<file path="config.mk">
export PLATFORM = sky130hd
export DESIGN_NAME = priority_ordered_lock_arbiter
export DESIGN_NICKNAME = d
export VERILOG_FILES = /design/src/pola_pkg.sv /design/src/pola_queue.sv /design/src/pola_alu.sv /design/src/pola_ctrl.sv /design/src/priority_ordered_lock_arbiter.sv
export SDC_FILE = /design/constraint.sdc
export NUM_CORES = 1
export LEC_CHECK = 0
export BUFFER_PORTS_ARGS = -buffer_cell sky130_fd_sc_hd__clkbuf_2
export CAP_MARGIN = 10
export CORE_MARGIN = 2
export CORE_UTILIZATION = 55
export CTS_CLUSTER_DIAMETER = 80
export DETAILED_ROUTE_END_ITERATION = 12
export PLACE_DENSITY = 0.74
export SKIP_CTS_REPAIR_TIMING = 1
export SLEW_MARGIN = 15
export SYNTH_ARGS = -nofsm -noshare
export SYNTH_HDL_FRONTEND = slang
export SYNTH_HIERARCHICAL = 1
export SYNTH_SLANG_ARGS = --single-unit
</file>
<file path="constraint.sdc">
create_clock -name clock -period 5.6 [get_ports clock]
set_input_delay 1.68 -clock clock [delete_from_list [all_inputs] [get_ports clock]]
set_output_delay 1.68 -clock clock [all_outputs]
set_load 0.05 [all_outputs]
</file>
<file path="src/pola_pkg.sv">
`default_nettype none

package pola_pkg;

   // result and request field widths
   localparam int ID_W     = 8;
   localparam int STATUS_W = 2;
   localparam int WAIT_W   = 32;
   localparam int OCC_W    = 5;
   localparam int CMD_W    = 2;
   localparam int PRIO_IN_W = 2;

   typedef enum logic [CMD_W-1:0] {
      CMD_REQUEST = 2'd0,
      CMD_RELEASE = 2'd1,
      CMD_TICK    = 2'd2
   } cmd_type;

   typedef enum logic [STATUS_W-1:0] {
      ST_GRANTED   = 2'd0,
      ST_FULL      = 2'd1,
      ST_NO_HOLDER = 2'd2
   } status_type;

   typedef struct packed {
      status_type        status;
      logic [ID_W-1:0]   granted_id;
      logic [WAIT_W-1:0] wait_ticks;
      logic [OCC_W-1:0]  occupancy;
   } rsp_type;

endpackage

`default_nettype wire

</file>
<file path="src/pola_queue.sv">
`default_nettype none

module pola_queue #(
   parameter int DEPTH = 16,
   parameter int WIDTH = 42
) (
   input  logic                     clock,
   input  logic                     wr_en,
   input  logic [$clog2(DEPTH)-1:0] wr_addr,
   input  logic [WIDTH-1:0]         wr_data,
   input  logic [$clog2(DEPTH)-1:0] rd_addr,
   output logic [WIDTH-1:0]         rd_data
);

   logic [WIDTH-1:0] mem [DEPTH];
   logic [WIDTH-1:0] rd_data_ff;

   always_ff @(posedge clock) begin
      if (wr_en) begin
         mem[wr_addr] <= wr_data;
      end
      rd_data_ff <= mem[rd_addr];
   end

   assign rd_data = rd_data_ff;

endmodule

`default_nettype wire

</file>
<file path="src/pola_alu.sv">
`default_nettype none

// shared subtract and magnitude compare
module pola_alu #(
   parameter int WIDTH = 32
) (
   input  logic [WIDTH-1:0] op_a,
   input  logic [WIDTH-1:0] op_b,
   output logic [WIDTH-1:0] diff,
   output logic             a_gt_b
);

   assign diff   = op_a - op_b;
   assign a_gt_b = (op_a > op_b);

endmodule

`default_nettype wire

</file>
<file path="src/pola_ctrl.sv">
`default_nettype none

module pola_ctrl #(
   parameter int QUEUE_DEPTH     = 16,
   parameter int PRIORITY_LEVELS = 4,
   parameter int TIME_BITS       = 32
) (
   input  logic                               clock,
   input  logic                               reset,
   input  logic                               req_valid,
   output logic                               req_ready,
   input  logic [pola_pkg::CMD_W-1:0]         req_command,
   input  logic [pola_pkg::ID_W-1:0]          req_requester_id,
   input  logic [pola_pkg::PRIO_IN_W-1:0]     req_priority_req,
   output logic                               res_valid,
   input  logic                               res_ready,
   output pola_pkg::rsp_type                  res_data
);

   import pola_pkg::*;

   localparam int PW = $clog2(PRIORITY_LEVELS);
   localparam int AW = $clog2(QUEUE_DEPTH);
   localparam int CW = $clog2(QUEUE_DEPTH + 1);
   localparam int EW = ID_W + PW + TIME_BITS;

   typedef enum logic [6:0] {
      S_IDLE     = 7'b0000001,
      S_INS_RD   = 7'b0000010,
      S_INS_CMP  = 7'b0000100,
      S_REL_HEAD = 7'b0001000,
      S_REL_RD   = 7'b0010000,
      S_REL_WR   = 7'b0100000,
      S_OUT      = 7'b1000000
   } state_type;

   state_type            state_ff, state_in;
   logic                 held_ff, held_in;
   logic [CW-1:0]        waiters_ff, waiters_in;
   logic [TIME_BITS-1:0] time_ff, time_in;
   logic [CW-1:0]        idx_ff, idx_in;
   logic [ID_W-1:0]      id_ff, id_in;
   logic [PW-1:0]        prio_ff, prio_in;
   rsp_type              res_ff, res_in;

   logic                 mem_we;
   logic [AW-1:0]        mem_waddr;
   logic [EW-1:0]        mem_wdata;
   logic [AW-1:0]        mem_raddr;
   logic [EW-1:0]        mem_rdata;

   logic [TIME_BITS-1:0] alu_a, alu_b, alu_diff;
   logic                 alu_gt;

   logic [ID_W-1:0]      rd_id;
   logic [PW-1:0]        rd_prio;
   logic [TIME_BITS-1:0] rd_time;
   logic [PW-1:0]        prio_sat;
   logic [CW-1:0]        idx_dec, idx_inc;
   logic [OCC_W-1:0]     occ_now;
   logic [EW-1:0]        new_entry;

   pola_queue #(
      .DEPTH (QUEUE_DEPTH),
      .WIDTH (EW)
   ) u_queue (
      .clock   (clock),
      .wr_en   (mem_we),
      .wr_addr (mem_waddr),
      .wr_data (mem_wdata),
      .rd_addr (mem_raddr),
      .rd_data (mem_rdata)
   );

   pola_alu #(
      .WIDTH (TIME_BITS)
   ) u_alu (
      .op_a   (alu_a),
      .op_b   (alu_b),
      .diff   (alu_diff),
      .a_gt_b (alu_gt)
   );

   assign rd_id     = mem_rdata[EW-1 -: ID_W];
   assign rd_prio   = mem_rdata[TIME_BITS +: PW];
   assign rd_time   = mem_rdata[TIME_BITS-1:0];
   assign idx_dec   = idx_ff - CW'(1);
   assign idx_inc   = idx_ff + CW'(1);
   assign occ_now   = OCC_W'(waiters_ff) + OCC_W'(held_ff);
   assign new_entry = {id_ff, prio_ff, time_ff};

   // levels above the top one fold onto the lowest priority
   always_comb begin
      if (int'(req_priority_req) > PRIORITY_LEVELS - 1) begin
         prio_sat = PW'(PRIORITY_LEVELS - 1);
      end else begin
         prio_sat = PW'(req_priority_req);
      end
   end

   always_comb begin
      state_in   = state_ff;
      held_in    = held_ff;
      waiters_in = waiters_ff;
      time_in    = time_ff;
      idx_in     = idx_ff;
      id_in      = id_ff;
      prio_in    = prio_ff;
      res_in     = res_ff;
      mem_we     = 1'b0;
      mem_waddr  = idx_ff[AW-1:0];
      mem_wdata  = new_entry;
      mem_raddr  = '0;
      alu_a      = time_ff;
      alu_b      = rd_time;

      unique case (state_ff)
         S_IDLE: begin
            if (req_valid) begin
               unique case (req_command)
                  CMD_REQUEST: begin
                     if (!held_ff && waiters_ff == '0) begin
                        held_in           = 1'b1;
                        res_in.status     = ST_GRANTED;
                        res_in.granted_id = req_requester_id;
                        res_in.wait_ticks = '0;
                        res_in.occupancy  = OCC_W'(1);
                        state_in          = S_OUT;
                     end else if (waiters_ff == CW'(QUEUE_DEPTH)) begin
                        res_in.status     = ST_FULL;
                        res_in.granted_id = '0;
                        res_in.wait_ticks = '0;
                        res_in.occupancy  = occ_now;
                        state_in          = S_OUT;
                     end else begin
                        id_in    = req_requester_id;
                        prio_in  = prio_sat;
                        idx_in   = waiters_ff;
                        state_in = S_INS_RD;
                     end
                  end
                  CMD_RELEASE: begin
                     if (!held_ff) begin
                        res_in.status     = ST_NO_HOLDER;
                        res_in.granted_id = '0;
                        res_in.wait_ticks = '0;
                        res_in.occupancy  = occ_now;
                        state_in          = S_OUT;
                     end else if (waiters_ff == '0) begin
                        held_in = 1'b0;
                     end else begin
                        mem_raddr = '0;
                        idx_in    = '0;
                        state_in  = S_REL_HEAD;
                     end
                  end
                  CMD_TICK: begin
                     time_in = time_ff + TIME_BITS'(1);
                  end
                  default: begin
                  end
               endcase
            end
         end

         // walk from the tail toward the head, moving less urgent waiters back a slot
         S_INS_RD: begin
            if (idx_ff == '0) begin
               mem_we     = 1'b1;
               mem_waddr  = '0;
               waiters_in = waiters_ff + CW'(1);
               state_in   = S_IDLE;
            end else begin
               mem_raddr = idx_dec[AW-1:0];
               state_in  = S_INS_CMP;
            end
         end

         S_INS_CMP: begin
            alu_a = TIME_BITS'(rd_prio);
            alu_b = TIME_BITS'(prio_ff);
            mem_we = 1'b1;
            if (alu_gt) begin
               mem_wdata = mem_rdata;
               idx_in    = idx_dec;
               state_in  = S_INS_RD;
            end else begin
               waiters_in = waiters_ff + CW'(1);
               state_in   = S_IDLE;
            end
         end

         // head entry is on the read port; wait is a modular time difference
         S_REL_HEAD: begin
            alu_a             = time_ff;
            alu_b             = rd_time;
            res_in.status     = ST_GRANTED;
            res_in.granted_id = rd_id;
            res_in.wait_ticks = WAIT_W'(alu_diff);
            res_in.occupancy  = OCC_W'(waiters_ff);
            state_in          = S_REL_RD;
         end

         S_REL_RD: begin
            if (idx_inc < waiters_ff) begin
               mem_raddr = idx_inc[AW-1:0];
               state_in  = S_REL_WR;
            end else begin
               waiters_in = waiters_ff - CW'(1);
               state_in   = S_OUT;
            end
         end

         S_REL_WR: begin
            mem_we    = 1'b1;
            mem_wdata = mem_rdata;
            idx_in    = idx_inc;
            state_in  = S_REL_RD;
         end

         S_OUT: begin
            if (res_ready) begin
               state_in = S_IDLE;
            end
         end

         default: begin
            state_in = S_IDLE;
         end
      endcase
   end

   always_ff @(posedge clock) begin
      if (reset) begin
         state_ff   <= S_IDLE;
         held_ff    <= 1'b0;
         waiters_ff <= '0;
         time_ff    <= '0;
      end else begin
         state_ff   <= state_in;
         held_ff    <= held_in;
         waiters_ff <= waiters_in;
         time_ff    <= time_in;
      end
   end

   always_ff @(posedge clock) begin
      idx_ff  <= idx_in;
      id_ff   <= id_in;
      prio_ff <= prio_in;
      res_ff  <= res_in;
   end

   assign req_ready = (state_ff == S_IDLE);
   assign res_valid = (state_ff == S_OUT);
   assign res_data  = res_ff;

   a_waiters_bound: assert property (@(posedge clock) disable iff (reset)
      waiters_ff <= CW'(QUEUE_DEPTH))
      else $error("waiter count beyond queue depth");

   a_waiters_need_holder: assert property (@(posedge clock) disable iff (reset)
      (waiters_ff != '0) |-> held_ff)
      else $error("waiters present with the lock free");

   a_tick_advances: assert property (@(posedge clock) disable iff (reset)
      (req_valid && req_ready && req_command == CMD_TICK)
      |=> (time_ff == $past(time_ff) + TIME_BITS'(1)))
      else $error("tick did not advance time");

   a_free_only_on_release: assert property (@(posedge clock) disable iff (reset)
      $fell(held_ff) |-> $past(req_valid && req_ready && req_command == CMD_RELEASE
                               && waiters_ff == '0))
      else $error("lock freed without a release on an empty queue");

endmodule

`default_nettype wire

</file>
<file path="src/priority_ordered_lock_arbiter.sv">
`default_nettype none

// single lock with a priority-sorted waiting queue (0 most urgent, fifo within a level)
// req channel: command (request, release, tick), requester id and priority;
//   a transfer happens when req_valid and req_ready are both high
// rsp channel: status, granted id, wait in ticks and occupancy; one transfer at most
//   per request or release, none for a queued request, an idle release or a tick
// steps, with the rsp register free: a tick and an idle release finish in idle; an
//   immediate grant or rejection goes to the output state; a queued request compares
//   waiters from the tail, moving each less urgent one back a slot; a release that
//   hands over reads the head, then moves each later waiter up a slot; the cost is set
//   by the one-read, one-write queue memory and the one shared compare/subtract unit
// a finished result is held in the sequencer's output state until the rsp register takes it
// the queue memory is not cleared: a fill count marks the valid prefix
// reset: synchronous, clears the lock, the waiter count and the tick counter
// a stalled receiver holds the result in the rsp register; the next item is still
//   taken and processed, and only a second result waits inside the sequencer
module priority_ordered_lock_arbiter #(
   parameter int QUEUE_DEPTH     = 16,
   parameter int PRIORITY_LEVELS = 4,
   parameter int TIME_BITS       = 32
) (
   input  logic                            clock,
   input  logic                            reset,
   input  logic                            req_valid,
   output logic                            req_ready,
   input  logic [pola_pkg::CMD_W-1:0]      req_command,
   input  logic [pola_pkg::ID_W-1:0]       req_requester_id,
   input  logic [pola_pkg::PRIO_IN_W-1:0]  req_priority_req,
   output logic                            rsp_valid,
   input  logic                            rsp_ready,
   output logic [pola_pkg::STATUS_W-1:0]   rsp_status,
   output logic [pola_pkg::ID_W-1:0]       rsp_granted_id,
   output logic [pola_pkg::WAIT_W-1:0]     rsp_wait_ticks,
   output logic [pola_pkg::OCC_W-1:0]      rsp_occupancy
);

   import pola_pkg::*;

   logic    res_valid;
   logic    res_ready;
   rsp_type res_data;

   logic    rsp_valid_ff, rsp_valid_in;
   rsp_type rsp_data_ff, rsp_data_in;

   // sequencer, queue memory and shared unit
   pola_ctrl #(
      .QUEUE_DEPTH     (QUEUE_DEPTH),
      .PRIORITY_LEVELS (PRIORITY_LEVELS),
      .TIME_BITS       (TIME_BITS)
   ) u_ctrl (
      .clock            (clock),
      .reset            (reset),
      .req_valid        (req_valid),
      .req_ready        (req_ready),
      .req_command      (req_command),
      .req_requester_id (req_requester_id),
      .req_priority_req (req_priority_req),
      .res_valid        (res_valid),
      .res_ready        (res_ready),
      .res_data         (res_data)
   );

   // output register takes a new result when empty or draining this cycle
   assign res_ready = !rsp_valid_ff || rsp_ready;

   always_comb begin
      rsp_valid_in = rsp_valid_ff;
      rsp_data_in  = rsp_data_ff;
      if (res_ready) begin
         rsp_valid_in = res_valid;
         if (res_valid) begin
            rsp_data_in = res_data;
         end
      end
   end

   always_ff @(posedge clock) begin
      if (reset) begin
         rsp_valid_ff <= 1'b0;
      end else begin
         rsp_valid_ff <= rsp_valid_in;
      end
   end

   // payload needs no reset
   always_ff @(posedge clock) begin
      rsp_data_ff <= rsp_data_in;
   end

   assign rsp_valid      = rsp_valid_ff;
   assign rsp_status     = rsp_data_ff.status;
   assign rsp_granted_id = rsp_data_ff.granted_id;
   assign rsp_wait_ticks = rsp_data_ff.wait_ticks;
   assign rsp_occupancy  = rsp_data_ff.occupancy;

endmodule

`default_nettype wire

</file>
### Word-level counts from Yosys, hierarchy flattened

Memory sizes are Yosys's and may differ from the RTL's. A register that Yosys moved wholly into a read port is not among the register bits.
Cells that the tools add are included.

* register bits: 155
* memory bits (writable): 672
* memories kept: 1

* $add $sub $neg: 7
* $lt $le $gt $ge: 2
* equality and inequality tests: 25
* mux-type cells: 46
* bitwise gates (word level): 2
* reduce and logical (&&, ||, !) cells: 21

Memories
* u_ctrl.u_queue.mem: words 16, width 42, rd ports 1, clocked after Yosys merged registers in 1, wr ports 1, line pola_queue.sv:15 `logic [WIDTH-1:0] mem [DEPTH];`

Operators by type and width (number)
* $mux W47: 4
* $pmux W47 S2: 2
* $pmux W42 S2: 1
* $mux W32: 2
* $mux W7: 7
* $mux W5: 9
* $mux W42: 1
* $pmux W7 S6: 1
* $add A32 B1 Y32 const B: 1
* $gt A32 B32 Y1: 1
* $sub A32 B32 Y32: 1
* $pmux W5 S3: 2
* $mux W4: 4
* $pmux W7 S2: 1
* $ne A3 B3 Y1 const B: 4
* $reduce_and A4 Y1: 3
* $add A5 B1 Y5 const B: 2
* $logic_not A5 Y1: 2
* $pmux W5 S2: 1
* $reduce_and A5 Y1: 2
* $sub A5 B1 Y5 const B: 2
* $ne A2 B1 Y1 const B: 4
* $pmux W4 S2: 1
* $reduce_and A8 Y1: 1
* other kinds (31): 44

### Logic depth before layout (Yosys ltp)

* depth in word-level cells: 6
* mapped depth: 19
* gate-level depth less buffers: 18

### Cells and area by module

Netlist, hierarchy kept.

Modules (own cells, without submodules)
* pola_queue: times used 1, cells each 1092, area each 26058.7 sq um, seq. area each 21020.2 sq um
* pola_ctrl: times used 1, cells each 604, area each 6070.8 sq um, seq. area each 2762.6 sq um
* pola_alu: times used 1, cells each 296, area each 1979.4 sq um, seq. area each 0.0 sq um
* priority_ordered_lock_arbiter: times used 1, cells each 52, area each 1466.4 sq um, seq. area each 1431.4 sq um

### Least setup slack after synthesis

Ideal clock, no wire load.

* path kind: register to register
* start: reg u_ctrl.idx_ff[0]
* end: mem u_ctrl.u_queue.mem[0][0] (enable)
* setup time: 0.493 ns
* arrival: 4.862 ns
* setup slack: 0.245 ns
* cell stages (with the launch flop): 7
* buffers on the path: 0
* period minus slack after synthesis: 5.355 ns
* path through: edfxtp_1 -> inv_1 -> ha_1 -> or4b_1 -> o21ai_0 -> or3b_2 -> nor3_1

* cells in the longest elaborated chain, start to end: 5

RTL lines
* start: declaration: line pola_ctrl.sv:41 `logic [CW-1:0] idx_ff, idx_in;`
* start signal: assignment: line pola_ctrl.sv:248 `idx_ff <= idx_in;`
* $logic_not A5 Y1: line pola_ctrl.sv:168 `if (idx_ff == '0) begin`
* $mux W1: line pola_ctrl.sv:168
* $pmux W1 S2: line pola_ctrl.sv:117 `unique case (state_ff)`
* net u_ctrl.mem_we: line pola_ctrl.sv:46 `logic mem_we;`
* $mux W1: line pola_queue.sv:19 `if (wr_en) begin`
* $mux W1 (implied by the code): line pola_queue.sv:20 `mem[wr_addr] <= wr_data;`
* end: declaration: line pola_queue.sv:15

The timed path passes the listed nets, and every way through them passes these cells.

### Worst setup path after layout

* start: reg u_ctrl.state_ff[6]
* end: mem u_ctrl.u_queue.mem[7][6] (data pin)

* cells in the longest elaborated chain, start to end: 5

RTL lines
* start: declaration: line pola_ctrl.sv:37 `state_type state_ff, state_in;`
* start signal: assignment: line pola_ctrl.sv:240 `state_ff <= state_in;`
* $eq A7 B3 Y1: line pola_ctrl.sv:117
* $mux W32: line pola_ctrl.sv:117
* net u_ctrl.alu_a[0]: line pola_ctrl.sv:52 `logic [TIME_BITS-1:0] alu_a, alu_b, alu_diff;`
* $gt A32 B32 Y1: line pola_alu.sv:14 `assign a_gt_b = (op_a > op_b);`
* net u_ctrl.alu_gt: line pola_ctrl.sv:53 `logic alu_gt;`
* $mux W42: line pola_ctrl.sv:183 `if (alu_gt) begin`
* $pmux W42 S2: line pola_ctrl.sv:117
* net u_ctrl.mem_wdata[6]: line pola_ctrl.sv:48 `logic [EW-1:0] mem_wdata;`

The timed path passes the listed nets, and every way through them passes these cells.

==> metrics.md <==
| Metric | Value |
|---|---|
| Result of the run | `finished clean` |
| Area of the multi-input gates | `between 9000 and 10,000 µm²` |
| EDFF count, synth | `781` |
| Distinct cells, synth | `79` |
| Critical Path End Type | `flop` |
| Critical Path Start Type | `flop` |
| Final hold viol count | `0` |
| Post-Route Setup TNS | `0 ns` |
| Core area | `64,200 µm²` |
| Clock Latency Late Sink | `between 0.6 and 0.7 ns` |
| # diodes | `0` |
| Synth Instances | `2,044` |
| DR iter-0 viols | `2,618` |
| Initial Util | `a little under three fifths` |
| Die W | `258 µm` |
| DRT Pass-1 Iters | `5` |
| Crit path DAT | `5.38 ns` |
| Top_reg_cell synth | `edfxtp_1` |
| Initial antenna violation count | `2` |
| Fin Hold WS | `a little over 0.4 ns` |
| Core Rows | `93` |
| Final global-route overflow total | `0` |
| Io pins | `65` |
| Min Clock Period, post-route | `5.04 ns` |
| Setup CP Type | `flop to flop` |
| Least-Margin Pin Slew | `1.08 ns` |
| Clk root buf | `clkbuf_16` |
| Total GRT Usage | `between 20% and 30%` |
| Clock Sink Count | `869` |
| Fmax achieved | `199 MHz` |
| RSZ-0062 raised after global routing | `no` |
| Routed wire per std cell | `between 20 and 30 µm` |
| Pwr dens | `338 nW/µm²` |
| WL final | `81.4 mm` |
| Routability cong. | `0.940` |
| PortBufs | `64` |
| Seq/Total Area, Yosys | `70.9%` |
| Yosys reg bits | `just under 900` |
| Max FO, Critical Path | `16` |
| CP Buf/Inv Count | `3` |
| CTS Buffer Depth | `3` |
| Slowest CP cell | `nand2_2` |
| Critical Path RT | `5.94 ns` |
| Fillers | `around 4,400` |
| Fin util | `62.5%` |
| Max transition margin | `27.8%` |
| Die Span Y | `258 µm` |
| H-Tree Depth | `3` |
| Largest net degree at the start of global routing | `125` |
| Routed Antenna Nets | `0` |
| Via count | `19,600` |
| FF+latch area | `25,200 µm²` |
| Synthesis Warnings | `6` |
| Cts bufs inserted | `84` |
| Net total in the final layout | `approximately 2,200` |
| Worst Skew | `0.0202 ns` |
| Post-Syn Nets | `approximately 2,100` |
| Layout area overhead | `12.8%` |
| Final slew viol count | `0` |
| CTS tree | `yes` |
| DRC viols | `0` |
| Clock Pin Slew Worst Setup and Hold Paths | `0.06 ns` |
| Crit path cell chain | `nor4_4, and2_0, buf_4, nand2_1, nand2_1, inv_1, ha_1, fa_1, nor2b_1, o2111ai_1, nand2_1, a31oi_2, o21ai_2, a211oi_1, nor2_1, nand2_1, nand2_2, buf_4, mux2_2` |
| Worst hold path type | `flop to flop` |
| Post-synth ARST share | `0%` |
| Detailed placer's ending HPWL | `46.3 mm` |
| Global-route wire length before repair | `122 mm` |
| Vias per cell | `~6.4` |
| Mean Syn Cell Area | `17.4 µm²` |
| Setup Viol. Count Final | `0` |
| Layout cell share with drive strength beyond 1 | `roughly 23%` |
| Synth Cell Area | `35,600 µm²` |
| Vias in the first global route | `between 15,000 and 20,000` |
| Crit-path most repeated cell | `nand2_1` |
| Maximum vdd ir drop | `0.000223 V` |
| Final Cycle Share | `89.9%` |
| Die area | `~67,000 µm²` |
| P_leak | `about 12 nW` |
| Delay-heaviest family, CP | `simple AND/OR/NAND/NOR gates` |
| Max Cap Violations | `0` |
| CP peak stage delay | `0.52 ns` |
cells by family (layout without fill, tap and decap cells):
group / Yosys count / in the layout / synth area share, %
DFF: 869 / 869 / 70.9
and+or+nand+nor: 437 / 437 / 6.63
AOI/OAI and AO/OA: 249 / 249 / 4.96
muxes: 213 / 213 / 12.1
buffers and inverters: 163 / 329 / 2.17
xor gates and xnor gates: 66 / 66 / 1.62
adders and majority gates: 47 / 47 / 1.70
cell usage after synthesis, types with 4 or more instances:
master	instances	area, µm²
or3_1	8	50.1
buf_6	13	146
buf_4	8	60.1
o21bai_1	5	37.5
dfxtp_1	88	1760
a21o_1	9	67.6
mux2_2	43	484
edfxtp_1	781	23500
a22oi_1	84	631
inv_1	64	240
o31ai_1	4	30.0
nor2b_1	9	56.3
nand2_1	102	383
o21ai_1	4	20.0
nor4_1	16	100
a211oi_1	7	52.6
clkbuf_1	50	188
and3_1	5	31.3
a21oi_2	5	43.8
a31oi_1	8	50.1
nand4_1	20	125
o21ai_0	27	135
xor2_1	15	131
a22o_1	8	70.1
buf_2	25	125
nor2_1	90	338
nor3_1	22	110
xnor2_1	51	447
and2_1	89	557
nand2b_1	11	68.8
nand3_1	30	150
and4_1	8	70.1
ha_1	45	563
a21oi_1	47	235
o221ai_1	5	43.8
o21a_1	7	52.6
nor3_2	4	40.0
mux4_2	168	3780
cell type report:
| cell class | instances | area share (%) |
|---|---|---|
| Tap cell | 855 | 2.67 |
| Multi-Input combinational cell | 1012 | 24.3 |
| Timing Repair Buffer | 108 | 2.15 |
| Sequential cell | 869 | 62.8 |
| Inverter | 64 | 0.599 |
| Clock inverter | 54 | 1.83 |
| Clock buffer | 103 | 5.57 |
path summary, 6_finish.rpt:
| kind | end | cells past startpoint | from | slack [ns] |
|---|---|---|---|---|
| worst max-delay path | u_ctrl/u_queue/mem[7][6]$_DFFE_PP_ | 19 | u_ctrl/state_ff[6]$_SDFFE_PP0P_ | 0.56 |
| worst min register to register | rsp_wait_ticks[13]$_DFFE_PP_ | 0 | u_ctrl/res_data[18]$_SDFFCE_PN0P_ | 0.42 |
| worst min-delay path | rsp_wait_ticks[13]$_DFFE_PP_ | 0 | u_ctrl/res_data[18]$_SDFFCE_PN0P_ | 0.42 |
| worst max register to register | u_ctrl/u_queue/mem[7][6]$_DFFE_PP_ | 19 | u_ctrl/state_ff[6]$_SDFFE_PP0P_ | 0.56 |
sequential cells by signal, indices dropped and copies added (netlist names):
register / flops
u_ctrl/res_data: 47
rsp_valid: 1
rsp_status: 2
u_ctrl/waiters_ff: 5
u_ctrl/u_queue/rd_data: 42
rsp_granted_id: 8
u_ctrl/u_queue/mem: 672
u_ctrl/idx_ff: 5
rsp_occupancy: 5
u_ctrl/state_ff: 7
u_ctrl/prio_ff: 2
u_ctrl/id_ff: 8
u_ctrl/time_ff: 32
u_ctrl/held_ff: 1
rsp_wait_ticks: 32
cells in the final DEF (no fill, tap or decap), types with 6 or more instances in the layout:
master,n
xor2_1,15
dfxtp_1,88
and2_1,88
nor2_1,77
a21oi_1,47
or3_1,8
clkinvlp_4,9
buf_4,27
nor2_4,13
xnor2_1,51
nor2b_1,7
o21a_1,7
nand4_1,20
a31oi_1,8
inv_1,64
nand2_1,101
clkbuf_1,15
a22oi_1,84
ha_1,45
a21o_1,9
buf_12,17
a22o_1,8
clkinv_1,10
mux2_2,43
nor3_2,8
clkinv_2,12
nor3_1,18
and4_1,8
nand3_1,30
o21ai_0,26
mux4_2,168
nand2b_1,11
edfxtp_1,781
nor4_1,15
bufinv_16,16
a211oi_1,6
clkbuf_2,64
clkbuf_16,86
metrics by stage:
| stage | power (W) | worst slack, ns | area [µm²] | instances |
|---|---|---|---|---|
| 2_1_floorplan | 0.00756 | 0.245 | 35600 | 2044 |
| 3_3_place_gp | 0.00767 | 0.730 | 37100 | 2908 |
| 3_5_place_dp | 0.00768 | 0.681 | 37100 | 2908 |
| 4_1_cts | 0.0136 | 0.606 | 40100 | 3065 |
| 5_1_grt | 0.0139 | 0.254 | 40100 | 3065 |
| 6_report | 0.0136 | 0.563 | 40100 | 3065 |
metal layers:
| metal | GRT usage (%) | wire length [µm] | vias to the layer above |
|---|---|---|---|
| li1 | - | - | 8259 |
| met1 | 35.0 | 32600 | 10100 |
| met2 | 39.0 | 38800 | 1041 |
| met3 | 4.16 | 7340 | 167 |
| met4 | 9.15 | 2610 | 0 |
| met5 | 0 | 0 | - |
power breakdown:
group	internal, W	leakage, nW	total [W]	switching, W
Sequential	0.00710	6.85	0.00714	0.0000435
Clock	0.00360	1.42	0.00602	0.00241
Combinational	0.000112	3.59	0.000400	0.000288
Total	0.0108	11.9	0.0136	0.00274
Note: power is estimated with default switching activity, not from simulation.
